--- src/hdl/sawarq_pkg.sv ---
// ----------------------------------------------------------------------------
// sawarq_pkg
// Shared codes, limits and the result word type for the stop-and-wait sender.
// ----------------------------------------------------------------------------
package sawarq_pkg;

    localparam int OP_W     = 3;
    localparam int SIZE_W   = 13;
    localparam int NUM_W    = 16;
    localparam int TXFLAG_W = 5;
    localparam int STATUS_W = 3;

    // operation codes of an input word
    localparam logic [OP_W-1:0] OP_TICK  = 3'd0;
    localparam logic [OP_W-1:0] OP_OPEN  = 3'd1;
    localparam logic [OP_W-1:0] OP_SEND  = 3'd2;
    localparam logic [OP_W-1:0] OP_RECV  = 3'd3;
    localparam logic [OP_W-1:0] OP_CLOSE = 3'd4;

    // received flag words
    localparam logic [NUM_W-1:0] RX_ACK     = 16'h0002;
    localparam logic [NUM_W-1:0] RX_SYN_ACK = 16'h0003;
    localparam logic [NUM_W-1:0] RX_FIN_ACK = 16'h0006;

    // transmitted flags
    localparam logic [TXFLAG_W-1:0] FL_NONE  = 5'h00;
    localparam logic [TXFLAG_W-1:0] FL_SYN   = 5'h01;
    localparam logic [TXFLAG_W-1:0] FL_ACK   = 5'h02;
    localparam logic [TXFLAG_W-1:0] FL_FIN   = 5'h04;
    localparam logic [TXFLAG_W-1:0] FL_OVER  = 5'h08;
    localparam logic [TXFLAG_W-1:0] FL_START = 5'h10;

    // status codes
    localparam logic [STATUS_W-1:0] ST_NONE      = 3'd0;
    localparam logic [STATUS_W-1:0] ST_SENT      = 3'd1;
    localparam logic [STATUS_W-1:0] ST_RETX      = 3'd2;
    localparam logic [STATUS_W-1:0] ST_ACKED     = 3'd3;
    localparam logic [STATUS_W-1:0] ST_CONNECTED = 3'd4;
    localparam logic [STATUS_W-1:0] ST_CLOSED    = 3'd5;
    localparam logic [STATUS_W-1:0] ST_FAILED    = 3'd6;

    localparam logic [SIZE_W-1:0] MAX_PAYLOAD   = 13'd4096;
    localparam logic [NUM_W-1:0]  SEQ_CTRL      = 16'hFFFF;
    localparam logic [NUM_W-1:0]  TIMEOUT_RESET = 16'd200;

    typedef struct packed {
        logic                tx_send;
        logic [TXFLAG_W-1:0] tx_flag;
        logic [NUM_W-1:0]    tx_seq;
        logic [NUM_W-1:0]    tx_stream;
        logic [SIZE_W-1:0]   tx_size;
        logic [STATUS_W-1:0] status;
    } result_t;

endpackage

--- src/hdl/sawarq_core.sv ---
// ----------------------------------------------------------------------------
// sawarq_core
// Connection state, counters and retransmit timer; turns one event into at
// most one result word in the cycle it is accepted.
// ----------------------------------------------------------------------------
module sawarq_core (
    input  logic                                clk,
    input  logic                                rst_n,
    input  logic                                cfg_wr_en,
    input  logic [sawarq_pkg::NUM_W-1:0]        cfg_wr_data,
    input  logic                                accept,
    input  logic [sawarq_pkg::OP_W-1:0]         operation,
    input  logic                                seg_first,
    input  logic                                seg_last,
    input  logic [sawarq_pkg::SIZE_W-1:0]       seg_size,
    input  logic [sawarq_pkg::NUM_W-1:0]        rx_flag,
    input  logic [sawarq_pkg::NUM_W-1:0]        rx_seq,
    input  logic                                rx_cksum_ok,
    output logic                                res_valid,
    output sawarq_pkg::result_t                 res
);

    typedef enum logic [2:0] {
        PH_IDLE,
        PH_OPEN_WAIT,
        PH_READY,
        PH_DATA_WAIT,
        PH_FIN_WAIT,
        PH_FINACK_WAIT
    } phase_t;

    phase_t                              phase_reg,   phase_next;
    logic [sawarq_pkg::NUM_W-1:0]        timeout_reg;
    logic [sawarq_pkg::NUM_W-1:0]        seq_reg,     seq_next;
    logic [sawarq_pkg::NUM_W-1:0]        stream_reg,  stream_next;
    logic [sawarq_pkg::NUM_W-1:0]        timer_reg,   timer_next;
    logic [sawarq_pkg::TXFLAG_W-1:0]     hflag_reg,   hflag_next;
    logic [sawarq_pkg::SIZE_W-1:0]       hsize_reg,   hsize_next;

    logic [sawarq_pkg::NUM_W-1:0]        limit;
    logic [sawarq_pkg::NUM_W-1:0]        timer_inc;
    logic [sawarq_pkg::SIZE_W-1:0]       size_sat;
    logic [sawarq_pkg::NUM_W-1:0]        seq_start;
    logic [sawarq_pkg::TXFLAG_W-1:0]     seg_flag;

    assign limit     = (timeout_reg == '0) ? sawarq_pkg::NUM_W'(1) : timeout_reg;
    assign timer_inc = (timer_reg == sawarq_pkg::SEQ_CTRL) ? timer_reg
                                                           : timer_reg + 1'b1;
    assign size_sat  = (seg_size > sawarq_pkg::MAX_PAYLOAD) ? sawarq_pkg::MAX_PAYLOAD
                                                           : seg_size;
    assign seq_start = seg_first ? '0 : seq_reg;
    assign seg_flag  = (seg_first ? sawarq_pkg::FL_START : sawarq_pkg::FL_NONE)
                     | (seg_last  ? sawarq_pkg::FL_OVER  : sawarq_pkg::FL_NONE);

    always_comb
    begin
        phase_next  = phase_reg;
        seq_next    = seq_reg;
        stream_next = stream_reg;
        timer_next  = timer_reg;
        hflag_next  = hflag_reg;
        hsize_next  = hsize_reg;
        res_valid   = 1'b0;
        res         = '0;

        if (accept)
        begin
            unique case (operation)
                sawarq_pkg::OP_TICK:
                begin
                    if (phase_reg == PH_OPEN_WAIT || phase_reg == PH_DATA_WAIT ||
                        phase_reg == PH_FIN_WAIT)
                    begin
                        if (timer_inc < limit)
                        begin
                            timer_next = timer_inc;
                        end
                        else
                        begin
                            // resend the held header
                            timer_next    = '0;
                            res_valid     = 1'b1;
                            res.tx_send   = 1'b1;
                            res.tx_flag   = hflag_reg;
                            res.status    = sawarq_pkg::ST_RETX;
                            if (phase_reg == PH_DATA_WAIT)
                            begin
                                res.tx_seq    = seq_reg;
                                res.tx_stream = stream_reg;
                                res.tx_size   = hsize_reg;
                            end
                            else
                            begin
                                res.tx_seq    = sawarq_pkg::SEQ_CTRL;
                            end
                        end
                    end
                end
                sawarq_pkg::OP_OPEN:
                begin
                    if (phase_reg == PH_IDLE)
                    begin
                        phase_next  = PH_OPEN_WAIT;
                        hflag_next  = sawarq_pkg::FL_SYN;
                        hsize_next  = '0;
                        timer_next  = '0;
                        res_valid   = 1'b1;
                        res.tx_send = 1'b1;
                        res.tx_flag = sawarq_pkg::FL_SYN;
                        res.tx_seq  = sawarq_pkg::SEQ_CTRL;
                        res.status  = sawarq_pkg::ST_SENT;
                    end
                end
                sawarq_pkg::OP_SEND:
                begin
                    if (phase_reg == PH_READY)
                    begin
                        phase_next    = PH_DATA_WAIT;
                        seq_next      = seq_start;
                        hflag_next    = seg_flag;
                        hsize_next    = size_sat;
                        timer_next    = '0;
                        res_valid     = 1'b1;
                        res.tx_send   = 1'b1;
                        res.tx_flag   = seg_flag;
                        res.tx_seq    = seq_start;
                        res.tx_stream = stream_reg;
                        res.tx_size   = size_sat;
                        res.status    = sawarq_pkg::ST_SENT;
                    end
                end
                sawarq_pkg::OP_RECV:
                begin
                    unique case (phase_reg)
                        PH_OPEN_WAIT:
                        begin
                            res_valid = 1'b1;
                            if (rx_flag == sawarq_pkg::RX_SYN_ACK && rx_cksum_ok &&
                                rx_seq == sawarq_pkg::SEQ_CTRL)
                            begin
                                phase_next  = PH_READY;
                                res.tx_send = 1'b1;
                                res.tx_flag = sawarq_pkg::FL_ACK;
                                res.status  = sawarq_pkg::ST_CONNECTED;
                            end
                            else
                            begin
                                phase_next = PH_IDLE;
                                res.status = sawarq_pkg::ST_FAILED;
                            end
                        end
                        PH_DATA_WAIT:
                        begin
                            // drop anything but a clean ACK of the held seq
                            if (rx_flag == sawarq_pkg::RX_ACK && rx_cksum_ok &&
                                rx_seq == seq_reg)
                            begin
                                phase_next = PH_READY;
                                seq_next   = seq_reg + 1'b1;
                                if ((hflag_reg & sawarq_pkg::FL_OVER) != '0)
                                begin
                                    stream_next = stream_reg + 1'b1;
                                end
                                res_valid  = 1'b1;
                                res.status = sawarq_pkg::ST_ACKED;
                            end
                        end
                        PH_FIN_WAIT:
                        begin
                            if (rx_flag == sawarq_pkg::RX_ACK && rx_cksum_ok &&
                                rx_seq == '0)
                            begin
                                phase_next = PH_FINACK_WAIT;
                            end
                            else
                            begin
                                phase_next = PH_IDLE;
                                res_valid  = 1'b1;
                                res.status = sawarq_pkg::ST_FAILED;
                            end
                        end
                        PH_FINACK_WAIT:
                        begin
                            phase_next = PH_IDLE;
                            res_valid  = 1'b1;
                            if (rx_flag == sawarq_pkg::RX_FIN_ACK && rx_cksum_ok &&
                                rx_seq == sawarq_pkg::SEQ_CTRL)
                            begin
                                res.tx_send = 1'b1;
                                res.tx_flag = sawarq_pkg::FL_ACK;
                                res.status  = sawarq_pkg::ST_CLOSED;
                            end
                            else
                            begin
                                res.status = sawarq_pkg::ST_FAILED;
                            end
                        end
                        default:
                        begin
                        end
                    endcase
                end
                sawarq_pkg::OP_CLOSE:
                begin
                    if (phase_reg == PH_READY)
                    begin
                        phase_next  = PH_FIN_WAIT;
                        hflag_next  = sawarq_pkg::FL_FIN;
                        hsize_next  = '0;
                        timer_next  = '0;
                        res_valid   = 1'b1;
                        res.tx_send = 1'b1;
                        res.tx_flag = sawarq_pkg::FL_FIN;
                        res.tx_seq  = sawarq_pkg::SEQ_CTRL;
                        res.status  = sawarq_pkg::ST_SENT;
                    end
                end
                default:
                begin
                end
            endcase
        end
    end

    always_ff @(posedge clk or negedge rst_n)
    begin
        if (!rst_n)
        begin
            phase_reg   <= PH_IDLE;
            timeout_reg <= sawarq_pkg::TIMEOUT_RESET;
            seq_reg     <= '0;
            stream_reg  <= '0;
            timer_reg   <= '0;
            hflag_reg   <= '0;
            hsize_reg   <= '0;
        end
        else
        begin
            phase_reg   <= phase_next;
            seq_reg     <= seq_next;
            stream_reg  <= stream_next;
            timer_reg   <= timer_next;
            hflag_reg   <= hflag_next;
            hsize_reg   <= hsize_next;
            if (cfg_wr_en)
            begin
                timeout_reg <= cfg_wr_data;
            end
        end
    end

endmodule

--- src/hdl/sawarq_obuf.sv ---
// ----------------------------------------------------------------------------
// sawarq_obuf
// Two-entry result buffer; keeps the event side running while a result
// word waits for the receiver.
// ----------------------------------------------------------------------------
module sawarq_obuf (
    input  logic                clk,
    input  logic                rst_n,
    input  logic                push,
    input  sawarq_pkg::result_t push_data,
    input  logic                out_stall,
    output logic                out_valid,
    output logic                full,
    output sawarq_pkg::result_t out_data
);

    sawarq_pkg::result_t buf_reg [2];
    logic                head_reg,  head_next;
    logic [1:0]          count_reg, count_next;
    logic                pop;
    logic                wr_idx;
    logic [1:0]          wr_sum;

    assign out_valid = (count_reg != 2'd0);
    assign full      = (count_reg == 2'd2);
    assign pop       = out_valid && !out_stall;
    assign out_data  = buf_reg[head_reg];
    assign wr_sum    = {1'b0, head_reg} + count_reg;
    assign wr_idx    = wr_sum[0];

    always_comb
    begin
        head_next  = pop ? ~head_reg : head_reg;
        count_next = count_reg + {1'b0, push} - {1'b0, pop};
    end

    always_ff @(posedge clk or negedge rst_n)
    begin
        if (!rst_n)
        begin
            head_reg  <= 1'b0;
            count_reg <= 2'd0;
        end
        else
        begin
            head_reg  <= head_next;
            count_reg <= count_next;
        end
    end

    // payload storage, no reset
    always_ff @(posedge clk)
    begin
        if (push)
        begin
            buf_reg[wr_idx] <= push_data;
        end
    end

endmodule

--- src/hdl/stop_and_wait_arq_sender.sv ---
// ----------------------------------------------------------------------------
// stop_and_wait_arq_sender
// Sender side of a stop-and-wait link with three-way open and four-way close.
// ----------------------------------------------------------------------------
// Takes one event word per clock while in_stall is low (tick, open, send
// segment, received packet, close) and answers each with zero or one result
// word carrying a packet header and a status code. An event is handled in
// the cycle it is accepted; its result word goes in that same cycle into a
// two-entry output buffer, and in_stall rises only when both entries hold
// words the receiver has not yet taken.
// timeout_ticks may be written only while the block is idle.
module stop_and_wait_arq_sender (
    input  logic                                clk,
    input  logic                                rst_n,
    input  logic                                cfg_wr_en,
    input  logic [sawarq_pkg::NUM_W-1:0]        cfg_wr_data,
    input  logic                                in_valid,
    output logic                                in_stall,
    input  logic [sawarq_pkg::OP_W-1:0]         operation,
    input  logic                                seg_first,
    input  logic                                seg_last,
    input  logic [sawarq_pkg::SIZE_W-1:0]       seg_size,
    input  logic [sawarq_pkg::NUM_W-1:0]        rx_flag,
    input  logic [sawarq_pkg::NUM_W-1:0]        rx_seq,
    input  logic                                rx_cksum_ok,
    output logic                                out_valid,
    input  logic                                out_stall,
    output logic                                tx_send,
    output logic [sawarq_pkg::TXFLAG_W-1:0]     tx_flag,
    output logic [sawarq_pkg::NUM_W-1:0]        tx_seq,
    output logic [sawarq_pkg::NUM_W-1:0]        tx_stream,
    output logic [sawarq_pkg::SIZE_W-1:0]       tx_size,
    output logic [sawarq_pkg::STATUS_W-1:0]     status
);

    logic                accept;
    logic                full;
    logic                res_valid;
    sawarq_pkg::result_t res;
    sawarq_pkg::result_t out_data;

    assign in_stall = full;
    assign accept   = in_valid && !full;

    sawarq_core u_core (
        .clk         (clk),
        .rst_n       (rst_n),
        .cfg_wr_en   (cfg_wr_en),
        .cfg_wr_data (cfg_wr_data),
        .accept      (accept),
        .operation   (operation),
        .seg_first   (seg_first),
        .seg_last    (seg_last),
        .seg_size    (seg_size),
        .rx_flag     (rx_flag),
        .rx_seq      (rx_seq),
        .rx_cksum_ok (rx_cksum_ok),
        .res_valid   (res_valid),
        .res         (res)
    );

    sawarq_obuf u_obuf (
        .clk       (clk),
        .rst_n     (rst_n),
        .push      (res_valid),
        .push_data (res),
        .out_stall (out_stall),
        .out_valid (out_valid),
        .full      (full),
        .out_data  (out_data)
    );

    assign tx_send   = out_data.tx_send;
    assign tx_flag   = out_data.tx_flag;
    assign tx_seq    = out_data.tx_seq;
    assign tx_stream = out_data.tx_stream;
    assign tx_size   = out_data.tx_size;
    assign status    = out_data.status;

endmodule

--- config.mk ---
export PLATFORM = sky130hd
export DESIGN_NAME = stop_and_wait_arq_sender
export DESIGN_NICKNAME = d
export VERILOG_FILES = /design/src/hdl/sawarq_pkg.sv /design/src/hdl/sawarq_core.sv /design/src/hdl/sawarq_obuf.sv /design/src/hdl/stop_and_wait_arq_sender.sv
export SDC_FILE = /design/constraint.sdc
export NUM_CORES = 1
export LEC_CHECK = 0
export ABC_AREA = 1
export BUFFER_PORTS_ARGS = -buffer_cell sky130_fd_sc_hd__buf_2
export CAP_MARGIN = 15
export CORE_ASPECT_RATIO = 0.5
export CORE_MARGIN = 2
export CORE_UTILIZATION = 30
export CTS_CLUSTER_DIAMETER = 30
export DETAILED_ROUTE_END_ITERATION = 8
export PLACE_DENSITY_LB_ADDON = 0.2
export SYNTH_ARGS = -nofsm -noshare
export SYNTH_HDL_FRONTEND = slang
export SYNTH_SLANG_ARGS = --single-unit
--- constraint.sdc ---
create_clock -name clk -period 5.3 [get_ports clk]
set_input_delay 0.53 -clock clk [delete_from_list [all_inputs] [get_ports clk]]
set_output_delay 0.53 -clock clk [all_outputs]
set_load 0.02 [all_outputs]
; ---- Word-level counts from Yosys, hierarchy flattened
; Memory sizes are Yosys's and may differ from the RTL's.
; Index checks and enable logic that the tools add are counted.
[word_totals]
input_bits = 72
out_inout_bits = 56
regBits = 88
mem_count = 1
mem_bits_rw = 108
[memory_table]
columns = memory, words, width, rd, rd_ports_with_merged_regs, wr, line
row1 = u_obuf.buf_reg, 2, 54, 1, 0, 1, sawarq_obuf.sv:17  ; sawarq_pkg::result_t buf_reg [2];
[op_classes]
reduce_logical = 29
add_sub_neg = 6
mux = 64
n_eq_ne = 25
bitwise_logic = 2
magnitude_cmp = 2
[ops]
columns = operator, n
row1 = 54-bit two-way mux, 4
row2 = 16-bit two-way mux, 11
row3 = 16-bit one-hot mux with 4 select lines, 1
row4 = 29-bit one-hot mux with 2 select lines, 1
row5 = 13-bit two-way mux, 4
row6 = 16-bit by 1-bit adder with 16-bit output (second input constant), 3
row7 = 16-bit one-hot mux with 3 select lines, 1
row8 = 22-bit two-way mux, 2
row9 = 13-bit one-hot mux with 3 select lines, 1
row10 = 3-bit one-hot mux with 4 select lines, 3
row11 = 16-bit equality test (second input constant), 2
row12 = 16-bit by 2-bit equality test with 1-bit output (second input constant), 2
row13 = 16-bit zero test, 2
row14 = 16-bit one-hot mux with 2 select lines, 1
row15 = 6-bit one-hot mux with 5 select lines, 1
row16 = 29-bit two-way mux, 1
row17 = 5-bit two-way mux, 4
row18 = 5-bit AND reduction, 4
row19 = 3-bit two-way mux, 6
row20 = 16-bit equality test, 1
row21 = 16-bit by 3-bit equality test with 1-bit output (second input constant), 1
row22 = 16-bit less-than comparator, 1
row23 = 3-bit one-hot mux with 5 select lines, 1
row24 = 5-bit one-hot mux with 3 select lines, 1
row25 = 29 further kinds, 69

; ---- Longest topological paths before layout
; Gate-level depths: netlist (run 1).
[depth]
word_depth = 9
depth_mapped = 26
ltp_nobuf = 26

; ---- Hierarchy
; Synthesis (run 1) repeated with hierarchy kept, for this count alone.
[hier_totals]
hier_cells = 1199
area_unflattened_um2 = 10343.7
[by_module_without_submodules]
columns = module, instances, area_each_um2, cells_per_inst, seq_area_each_um2
row1 = sawarq_core, 1, 6168.4, 886, 2105.8
row2 = sawarq_obuf, 1, 4165.2, 311, 3318.2
row3 = stop_and_wait_arq_sender, 1, 10.0, 2, 0.0

; ---- Worst setup path before layout (run 1)
; Ideal clock, no wire load.
[synth_path]
kind = register -> register
startpoint = register u_core.timer_reg[0] (netlist bit)
endpoint = memory u_obuf.buf_reg[0][0] (netlist bit) (enable)
arrival_time_ps = 5008
setup_slack_ps = -173
path_stages_with_launch = 22
period_less_slack_ps = 5473
path_buffers = 0
path_cell_list = dfrtp_1 > ha_1 > inv_1 > nor2_1 > nand2_2 > nor2_4 > nor2_1 > nand2_1 > nor2_1 > nand4_1 > nor2_1 > inv_1 > o21ai_0 > inv_1 > ha_1 > nand4_1 > o221a_2 > nand2_4 > nand2_1 > nand2_1 > nand2_1 > nor2_1
[synth_between]
elab_chain_cells = 9
word_cells_on_any_way = 10
classes_between = 1 x add/sub / 1 x order compare / 1 x eq/ne / 7 x mux
[synth_rtl]
columns = item, line
row1 = "start, declared", sawarq_core.sv:36  ; logic [sawarq_pkg::NUM_W-1:0] timer_reg, timer_next;
row2 = "start signal, assigned", sawarq_core.sv:242  ; timer_reg <= timer_next;
row3 = 16-bit by 1-bit adder with 16-bit output / 16-bit equality test (equally long branches), "sawarq_core.sv:48, sawarq_core.sv:47"
row4 = 16-bit two-way mux (*), sawarq_core.sv:47  ; assign timer_inc = (timer_reg == sawarq_pkg::SEQ_CTRL) ? timer_reg
row5 = 16-bit less-than comparator (*), sawarq_core.sv:74  ; if (timer_inc < limit)
row6 = 1-bit two-way mux (*), sawarq_core.sv:74
row7 = 1-bit two-way mux (*), sawarq_core.sv:71  ; if (phase_reg == PH_OPEN_WAIT || phase_reg == PH_DATA_WAIT ||
row8 = 1-bit one-hot mux with 4 select lines (*), sawarq_core.sv:68  ; unique case (operation)
row9 = 1-bit two-way mux (*), sawarq_core.sv:66  ; if (accept)
row10 = 1-bit two-way mux (*), sawarq_obuf.sv:54  ; if (push)
row11 = 1-bit two-way mux (not written as such) (*), sawarq_obuf.sv:56  ; buf_reg[wr_idx] <= push_data;
row12 = "end, declared", sawarq_obuf.sv:17
; Mark *: on every way between the ends. The rest lies on a longest branch, timed or not.

; ---- Worst setup path in the final report (run 1)
[layout_path]
startpoint = register u_core.timer_reg[0] (netlist bit)
endpoint = memory u_obuf.buf_reg[1][16] (netlist bit) (enable)
; Same word-level chain as after synthesis.

==> results of run 1 <==
## cells by family after synthesis
group	after synthesis	synth area share
and+or+nand+nor	648	0.269
DFF	195	0.521
buffers and inverters	172	0.0663
AOI/OAI and AO/OA	170	0.0911
xor gates and xnor gates	35	0.0294
adders and majority gates	20	0.0240
## per-layer routing
layer,share of wire,global-route usage
met1,0.48,0.217
met2,0.47,0.261
met3,0.035,0.0265
met4,0.016,0.0484
met5,0,0
## critical path, stage by stage (launching register included)
cell and delay, ns:
dfrtp_1 0.40, ha_1 0.21, inv_1 0.09, nor2_1 0.06, nand2_2 0.11, nor2_4 0.07, nor2_1 0.17, nand2_1 0.07
nor2_1 0.19, nand4_1 0.14, nor2_1 0.15, inv_1 0.08, o21ai_0 0.21, inv_1 0.07, ha_1 0.29, nand4_1 0.11
nor3_1 0.22, nand2_2 0.14, nand2_4 0.36, nand2_1 0.15, nand2_1 0.09, nand2_1 0.15, nor2_4 0.12, buf_4 0.40
## layout make-up
cell class | count | area, um^2
repair buffers | 139 | 731
clock inverters | 11 | 119
well taps | 475 | 594
multi-input cells | 873 | 4330
inverters | 128 | 483
clock buffers | 21 | 460
flip-flops and latches | 195 | 5430
fillers | 3593 | 22200
## how the worst max path moves through the flow
stage / startpoint / endpoint / cells past startpoint
5_1_grt: u_core.timer_reg[0] / u_obuf.buf_reg[1][16] / 23
3_5_place_dp: u_core.timer_reg[0] / u_obuf.buf_reg[1][25] / 23
6_report: u_core.timer_reg[0] / u_obuf.buf_reg[1][16] / 23
2_1_floorplan: u_core.timer_reg[0] / u_obuf.buf_reg[0][0] / 21
3_3_place_gp: u_core.timer_reg[0] / u_obuf.buf_reg[0][27] / 23
4_1_cts: u_core.timer_reg[0] / u_obuf.buf_reg[1][22] / 23
## stage by stage
stage	setup WS, ns	setup TNS, ns	hold WS [ns]	utilization
4_1_cts	0.833	0	0.273	0.353
5_1_grt	0.357	0	0.280	0.353
6_report	0.863	0	0.291	0.353
3_5_place_dp	0.847	0	0.473	0.336
2_1_floorplan	-0.173	-18.74	0.234	-
3_3_place_gp	0.908	0	0.466	0.336
## power groups by stage
stage / clock, uW / combinational [uW] / sequential, uW
floorplan: 0 / 1170 / 1920
global placement: 0 / 1700 / 1950
detailed placement: 0 / 1720 / 1960
CTS: 1320 / 1730 / 1930
global route: 1370 / 1920 / 1950
finish: 1280 / 1700 / 1930
## placed cells by master, fill, tap and decap left out, drive strengths merged, types with 4 or more instances in the layout
cell type,netlist,final
nand2,393,393
buf,19,138
inv,126,131
nor2,126,126
edfxtp,108,108
dfrtp,84,84
a21oi,71,71
o21ai,58,58
nand3,53,53
nand4,31,31
nor3,25,25
xor2,22,22
clkbuf,25,21
ha,20,20
a31oi,17,17
xnor2,13,13
nor4,11,11
a32o,8,8
o31ai,7,7
or2,7,7
o22ai,5,5
clkinv,2,4
==> results by stage, run 1 <==
Global routing:
- The via count of the first global-routing pass came to 8396.
- The global-route congestion overflow total is 0.
- The first global-routing pass estimated 45100 um of wire.
- The overall fraction of global-route tracks in use is 0.159.
- The largest net degree at the start of global routing is 63.
- The initial antenna violation count was 0.

Critical path:
- The critical path is of the register to register type.
- STA puts the critical path data arrival time at 4.53 ns.
- The worst register-to-register path has a setup slack of 0.86 ns.
- The sort of element at the end of the critical path is a register.
- The worst setup path is launched from a register.
- The number of cells on the worst reg-to-reg path is 23.
- The startpoint identified for the worst register-to-register timing path is u_core.timer_reg[0].
- Data on the critical path is required at its endpoint by 5.39 ns.
- In this run the critical register-to-register path is captured at u_obuf.buf_reg[1][16].
- The maximum fanout along the worst path is 35.

Power and ir drop:
- The clock power share is 0.262.
- The share of total power consumed by net switching is 0.396.
- The largest vdd supply drop is 293 uV.
- The switching power is 1940 uW.
- The internal portion of the total power is 2960 uW.
- The leakage power is 0.00511 uW.
- The total chip power is 4910 uW.
- The share of total power dissipated in combinational logic is 0.346.
- Of the total power, registers draw 0.393.
- The power density normalized to cell area is 404 nW/um^2.

Layout:
- The number of flip-flops under the largest register name is 108.
- The cell area after layout is 12100 um^2.
- The total number of nets in the final design is 1446.
- The antenna diode count is 0.
- In the final layout, the share of cells above drive strength 1 is 0.161.
- The area growth from synthesis to layout is 16.5%.
- The count of non-filler cells in the finished layout is 1842.

Route:
- The total wire length after detailed routing is 28000 um.
- For this block, the via count after detailed routing is 8650.
- After detailed routing, the average wire length per cell comes to 15.2 um.
- The first TritonRoute pass finished after 5 iterations.
- In the routed layout, each cell is associated on average with a via count of 4.70.
- The post-route DRC violation count is 0.
- The count of antenna-violating nets left after detailed routing is 0.
- After the first detailed-routing iteration, the DRC count stood at 648.

Clocking:
- CTS saw 195 sinks.
- The clock slew at the register clock pins of the worst setup and hold paths is 0.07 ns.
- Counting the buffers created by CTS gives 17.
- The number of cells upsized or downsized after cts is 0.
- After clock tree synthesis, the setup repair step added 0 buffers.
- After clock tree synthesis, the flow added hold-fix buffers numbering 1.
- Counting along the longest clock path gives a buffer depth of 2.
- The root buffer cell is clkbuf_16.
- In this run the number of H-tree levels came out at 4.
- TritonCTS built the clock tree.
- At the later pin of the worst-skew pair, clock insertion delay measures 0.45 ns.

Synth:
- The sequential cell area fraction in the yosys report is 0.521.
- The biggest area contributor in the post-synthesis netlist is edfxtp_1.
- The cell count after synthesis is 1240.
- Averaged over all synthesized cells, the footprint is 8.40 um^2.
- After synthesis, the most frequently instantiated cells are nand2_1, inv_1, nor2_1, edfxtp_1, dfrtp_1.
- The fraction of registers with async set/reset is 0.446.
- Counting flops with a built-in enable in the synthesized netlist gives 108.
- The number of storage elements in the synthesis netlist is 195.
- In this run the cell area of the synthesized design comes to 10400 um^2.
- The most frequent cell after synthesis is nand2_1.
- The count of warnings emitted by yosys is 0.
- Yosys attributes the largest share of cell area to edfxtp_1, dfrtp_1, nand2_1.
- The share of Yosys cell area claimed by the top area cell type is 0.311.
- The post-synth net total is 1332.
- The primary flip-flop cell chosen by synthesis mapping is edfxtp_1.
- The number of unique standard cell types used by synthesis is 47.

Hold path:
- For hold timing, the worst endpoint is u_core.timeout_reg[4].
- In this run the worst hold path is classified as input port to register.
- The worst hold path begins at cfg_wr_data[4].
- Along the worst hold path, the cell count comes to 3.

Placement:
- Counting tap cells, the placed design contains a total of 1809 instances.
- The routability congestion estimate is 0.883.
- Port buffering added 127 buffers.
- After legalization and detailed placement, the total HPWL measured 20100 um.
- In this run the cell area measured after placement is 11600 um^2.

Floorplanning:
- The initial utilization of the core area, before any placement, comes to 0.303.
- The die is 268 um wide.
- The total I/O pin count is 128.
- Measured along the y axis, the die boundary spans 136 um.
- The initialized floorplan defines 48 standard-cell rows.
- The core region is 34400 um^2.
- The floorplan die area is 36300 um^2.

STA:
- The highest attainable clock frequency is 225 MHz.
- Subtracting the final worst setup slack from the clock period gives 4.44 ns.
- The remaining max-slew budget at the tightest pin is 0.283.
- The transition at the pin with the smallest max-transition slack is 1.07 ns.
- The number of hold violations in the final report is 0.
- Setup repair after global routing left no endpoint under its margin.
- The max-slew violation count is 0.
- Setup violations remaining at the end of the flow were counted as 0.
- In the finished design, the share of the clock period the worst path needs comes to 0.837.
- Between clock sinks in the finished design, the worst skew comes to 0.0181 ns.

Run status:
- The run finished with clean final reports.

Run:
- Across the run, the number of max-cap violations was 0.
(Power assumes the default switching activity.)
==> inputs of run 2 (changes only) <==
--- a/config.mk
+++ b/config.mk
@@ -5,7 +5,7 @@
 export SDC_FILE = /design/constraint.sdc
 export NUM_CORES = 1
 export LEC_CHECK = 0
-export ABC_AREA = 1
+export ABC_AREA = 0
 export BUFFER_PORTS_ARGS = -buffer_cell sky130_fd_sc_hd__buf_2
 export CAP_MARGIN = 15
 export CORE_ASPECT_RATIO = 0.5
==> constraint.sdc (replaced) <==
create_clock -name clk -period 3.84 [get_ports clk]
set_input_delay 0.384 -clock clk [delete_from_list [all_inputs] [get_ports clk]]
set_output_delay 0.384 -clock clk [all_outputs]
set_load 0.02 [all_outputs]
==> results by stage, run 2 <==
Run status:
- Status: complete, no violations (unchanged).

STA:
- The minimum clock period is 3.63 ns (was 4.44 ns).
- The number of setup violations in the final report came to 0 (unchanged).
- The final clock period utilization by the worst path is 0.947 (was 0.837).
- The max-slew violation count was 0 (unchanged).
- The remaining max-slew budget at the tightest pin is 0.287 (was 0.283).
- The post-route clock skew was 0.0143 ns (was 0.0181 ns).
- The transition at the pin with the smallest max-transition slack is 1.07 ns (about the same).
- The number of hold violations in the final report is 0 (unchanged).
- The least setup slack across all paths after layout is 0.205 ns (was 0.863 ns).
- The highest attainable clock frequency is 275 MHz (was 225 MHz).

Run:
- The max-cap violation count is 0 (unchanged).

Global routing:
- The global-route wire length before repair is 41300 um (was 45100 um).
- The overall fraction of global-route tracks in use is 0.151 (was 0.159).
- The largest net degree at the start of global routing is 73 (was 63).
- The initial antenna violation count was 2 (was 0).
- The via count of the first global-routing pass is 7384 (was 8396).
- The global-route congestion overflow total is 0 (unchanged).

Route:
- The via total after detailed routing is 7494 (was 8650).
- The count of antenna-violating nets left after detailed routing came to 0 (unchanged).
- The total wire length after detailed routing came to 26800 um (was 28000 um).
- The average wire length per cell after detail routing was 18.0 um (was 15.2 um).
- The average vias per placed instance is 5.02 (was 4.70).
- The number of detailed-routing iterations run before antenna repair is 4 (was 5).
- The post-route DRC violation count is 0 (unchanged).
- The iteration-0 DRC count of the detailed router is 566 (was 648).

Synth:
- Most common library cells after synthesis: edfxtp_1, dfrtp_1, nand2_1, mux2_2, o21ai_0 (was nand2_1, inv_1, nor2_1, edfxtp_1, dfrtp_1).
- The count of warnings emitted by yosys is 0 (unchanged).
- The number of unique standard cell types used by synthesis came to 72 (was 47).
- The most frequent cell after synthesis is edfxtp_1 (was nand2_1).
- The post-synth net total came to 968 (was 1332).
- The cell taking the most area after synthesis is edfxtp_1 (unchanged).
- The number of storage elements in the synthesis netlist is 195 (unchanged).
- The fraction of registers with async set/reset came to 0.446 (unchanged).
- The cell count after synthesis came to 876 (was 1240).
- The primary flip-flop cell chosen by synthesis mapping is edfxtp_1 (unchanged).
- The summed instance area of the synthesized netlist is 10000 um^2 (was 10400 um^2).
- The sequential cell area fraction in the yosys report is 0.542 (was 0.521).
- The post-synthesis average cell area was 11.4 um^2 (was 8.40 um^2).
- The number of synthesized flops with an enable pin is 108 (unchanged).
- Top cells by area in the synthesized netlist: edfxtp_1, dfrtp_1, mux2_2 (was edfxtp_1, dfrtp_1, nand2_1).
- The share of Yosys cell area claimed by the top area cell type is 0.324 (was 0.311).

Clocking:
- The clock insertion delay at the later pin of the skew report is 0.45 ns (about the same).
- The TritonCTS buffer count came to 17 (unchanged).
- The clock slew at the register clock pins of the worst setup and hold paths came to 0.07 ns (about the same).
- The clock tree buffer depth came to 2 (unchanged).
- The TritonCTS clock tree is yes (unchanged).
- The total number of H-tree levels is 4 (unchanged).
- The clock sink total is 195 (unchanged).
- The root buffer cell was clkbuf_16 (unchanged).

Critical path:
- The number of cells on the worst reg-to-reg path is 15 (was 23).
- The buffers plus inverters on the worst setup path is 4 (unchanged).
- The end of the worst register-to-register path is u_obuf.buf_reg[0][32] (was u_obuf.buf_reg[1][16]).
- The critical path data arrival time is 3.79 ns (was 4.53 ns).
- The maximum fanout along the worst path is 9 (was 35).
- The cell class contributing the biggest share of worst-path delay was compound AO/OA/AOI/OAI gates (was simple AND/OR/NAND/NOR gates).
- Cell breakdown of the critical path: nand3_1, buf_4, o211ai_1, nor2_1, xor2_1, ha_1, nand4_1, nor4_2, o21ai_1, a211o_2, and2_4, buf_4, a21oi_4, buf_12, clkbuf_16 (was ha_1, inv_1, nor2_1, nand2_2, nor2_4, nor2_1, nand2_1, nor2_1, nand4_1, nor2_1, inv_1, o21ai_0, inv_1, ha_1, nand4_1, nor3_1, nand2_2, nand2_4, nand2_1, nand2_1, nand2_1, nor2_4, buf_4).
- The delay of the slowest cell on the worst path is 0.40 ns (about the same).
- The startpoint kind of the worst setup timing path was a register (unchanged).
- The reg-to-reg setup timing slack is 0.21 ns (was 0.86 ns).
- The master of the slowest instance on the critical path is dfrtp_1 (unchanged).
- The reg-to-reg startpoint is u_core.timer_reg[9] (was u_core.timer_reg[0]).
- The sort of element at the end of the critical path is a register (unchanged).
- The critical path class is register to register (unchanged).
- The critical path depth in cells is 15 (was 23).
- The most repeated library cell on the critical path is buf_4.
- The critical path data required time is 4.00 ns (was 5.39 ns).

Hold path:
- The type of the worst min-delay path is input port to async pin (was input port to register).

Layout:
- Top library cells by usage in the layout, fill and taps aside: buf_2, edfxtp_1, dfrtp_1 (was nand2_1, buf_2, inv_1).
- The number of flip-flops under the largest register name was 108 (unchanged).
- The total number of nets in the final design was 1128 (was 1446).
- The leading cell type in the layout, fill and taps excluded is buf_2 (was nand2_1).
- The fraction of final layout cells with drive strength greater than 1 is 0.300 (was 0.161).
- The cell area after layout was 12200 um^2 (was 12100 um^2).
- The area growth from synthesis to layout is 22.3% (was 16.5%).

Floorplanning:
- The x dimension of the die is 262 um (was 268 um).
- The number of placement rows is 47 (was 48).
- The floorplan die area came to 34900 um^2 (was 36300 um^2).
- The area inside the core boundary is 32900 um^2 (was 34400 um^2).
- The die height is 133 um (was 136 um).
- The initial core utilization is 0.304 (was 0.303).
- The total I/O pin count is 128 (unchanged).

Power and ir drop:
- The relative contribution of sequential cells to total power is 0.420 (was 0.393).
- The internal portion of total power is 4040 uW (was 2960 uW).
- The share of total power consumed by net switching is 0.336 (was 0.396).
- The leakage power is 0.00504 uW (was 0.00511 uW).
- The power density normalized to cell area is 496 nW/um^2 (was 404 nW/um^2).
- The largest vdd supply drop was 266 uV (was 293 uV).
- The switching power was 2040 uW (was 1940 uW).
- The combinational cell fraction of total power is 0.288 (was 0.346).
- The clock power share is 0.292 (was 0.262).

Placement:
- The port buffer count is 127 (unchanged).
- The sum of net half-perimeters after detailed placement came to 18800 um (was 20100 um).
- The worst-case setup slack after placement is 0.0150 ns (was 0.847 ns).
- The standard cell area after detailed placement is 11400 um^2 (was 11600 um^2).
- The routability congestion estimate is 0.894 (was 0.883).
run 2: changes by cell type in the layout (fill, tap and decap cells not counted), moves of 40 or more:
cell,delta
nand2_1,-315
inv_1,-90
nor2_1,-66
mux2_2,+58
a21oi_1,-49
buf_4,+40
run 2: worst register-to-register path: cells and delay by family (launching register included):
kind	cells	cell delay, ns
compound gates	4	0.91
simple gates	5	0.89
flops	1	0.40
fa+ha+maj	1	0.31
xor+xnor	1	0.18
buf+inv	4	0.67
run 2: what timing repair did:
item,CTS,global route
gates cloned,0,4
hold buffers,0,0
pin swaps,0,11
setup buffers,0,13
resized for setup,1,15
endpoints found under the setup margin,10,142
run 2: through the flow:
stage | instances | hold slack [ns] | utilization | TNS [ns] | power (uW)
floorplan | 876 | 0.0884 | - | -53.31 | 3670
global route | 1492 | 0.126 | 0.372 | -0.426 | 6400
CTS | 1473 | 0.127 | 0.364 | -0.0000848 | 6100
finish | 1492 | 0.0770 | 0.372 | 0 | 6080
detailed placement | 1441 | 0.458 | 0.346 | 0 | 4310
global placement | 1440 | 0.450 | 0.346 | -4.18 | 4300
run 2: kinds of logic (layout without fill, tap and decap cells):
family          count (synthesis)  after routing  synth area share
buf+inv                        78            251            0.0345
flops                         195            195             0.542
fa+ha+maj                      20             20            0.0250
simple gates                  287            287             0.158
xor+xnor                       47             47            0.0411
other cells                     0              2                 0
compound gates                191            191             0.135
mux                            58             58            0.0652
run 2: cell type report:
cell class	instances	area (um^2)
fillers	3248	20700
flip-flops and latches	195	5430
multi-input cells	603	4350
repair buffers	188	1220
well taps	441	552
clock buffers	21	460
clock inverters	11	116
inverters	31	116
diodes	2	5.00
run 2: worst max-delay path by stage:
stage	slack, ns	endpoint	from
4_1_cts	-0.00004	u_obuf.buf_reg[0][31]	u_core.timer_reg[4]
3_5_place_dp	0.01	u_obuf.buf_reg[1][17]	u_core.timer_reg[4]
5_1_grt	-0.02	u_obuf.buf_reg[0][32]	u_core.timer_reg[1]
2_1_floorplan	-0.76	u_obuf.buf_reg[1][0]	u_core.timer_reg[13]
6_report	0.21	u_obuf.buf_reg[0][32]	u_core.timer_reg[9]
3_3_place_gp	-0.13	u_obuf.buf_reg[1][37]	u_core.timer_reg[4]
run 2: layer usage:
metal  vias up  GRT usage  wire length [um]
met5         -          0                 0
met4         0     0.0480               482
met3        27     0.0309               815
met2       128      0.247             13100
met1      3711      0.201             12400
li1       3628          -                 -
run 2: power by group through the flow:
stage          combinational (uW)  sequential (uW)  clock [uW]
6_report                     1750             2550        1780
5_1_grt                      1910             2580        1910
4_1_cts                      1720             2550        1830
3_5_place_dp                 1710             2590           0
3_3_place_gp                 1710             2590           0
2_1_floorplan                1200             2480           0
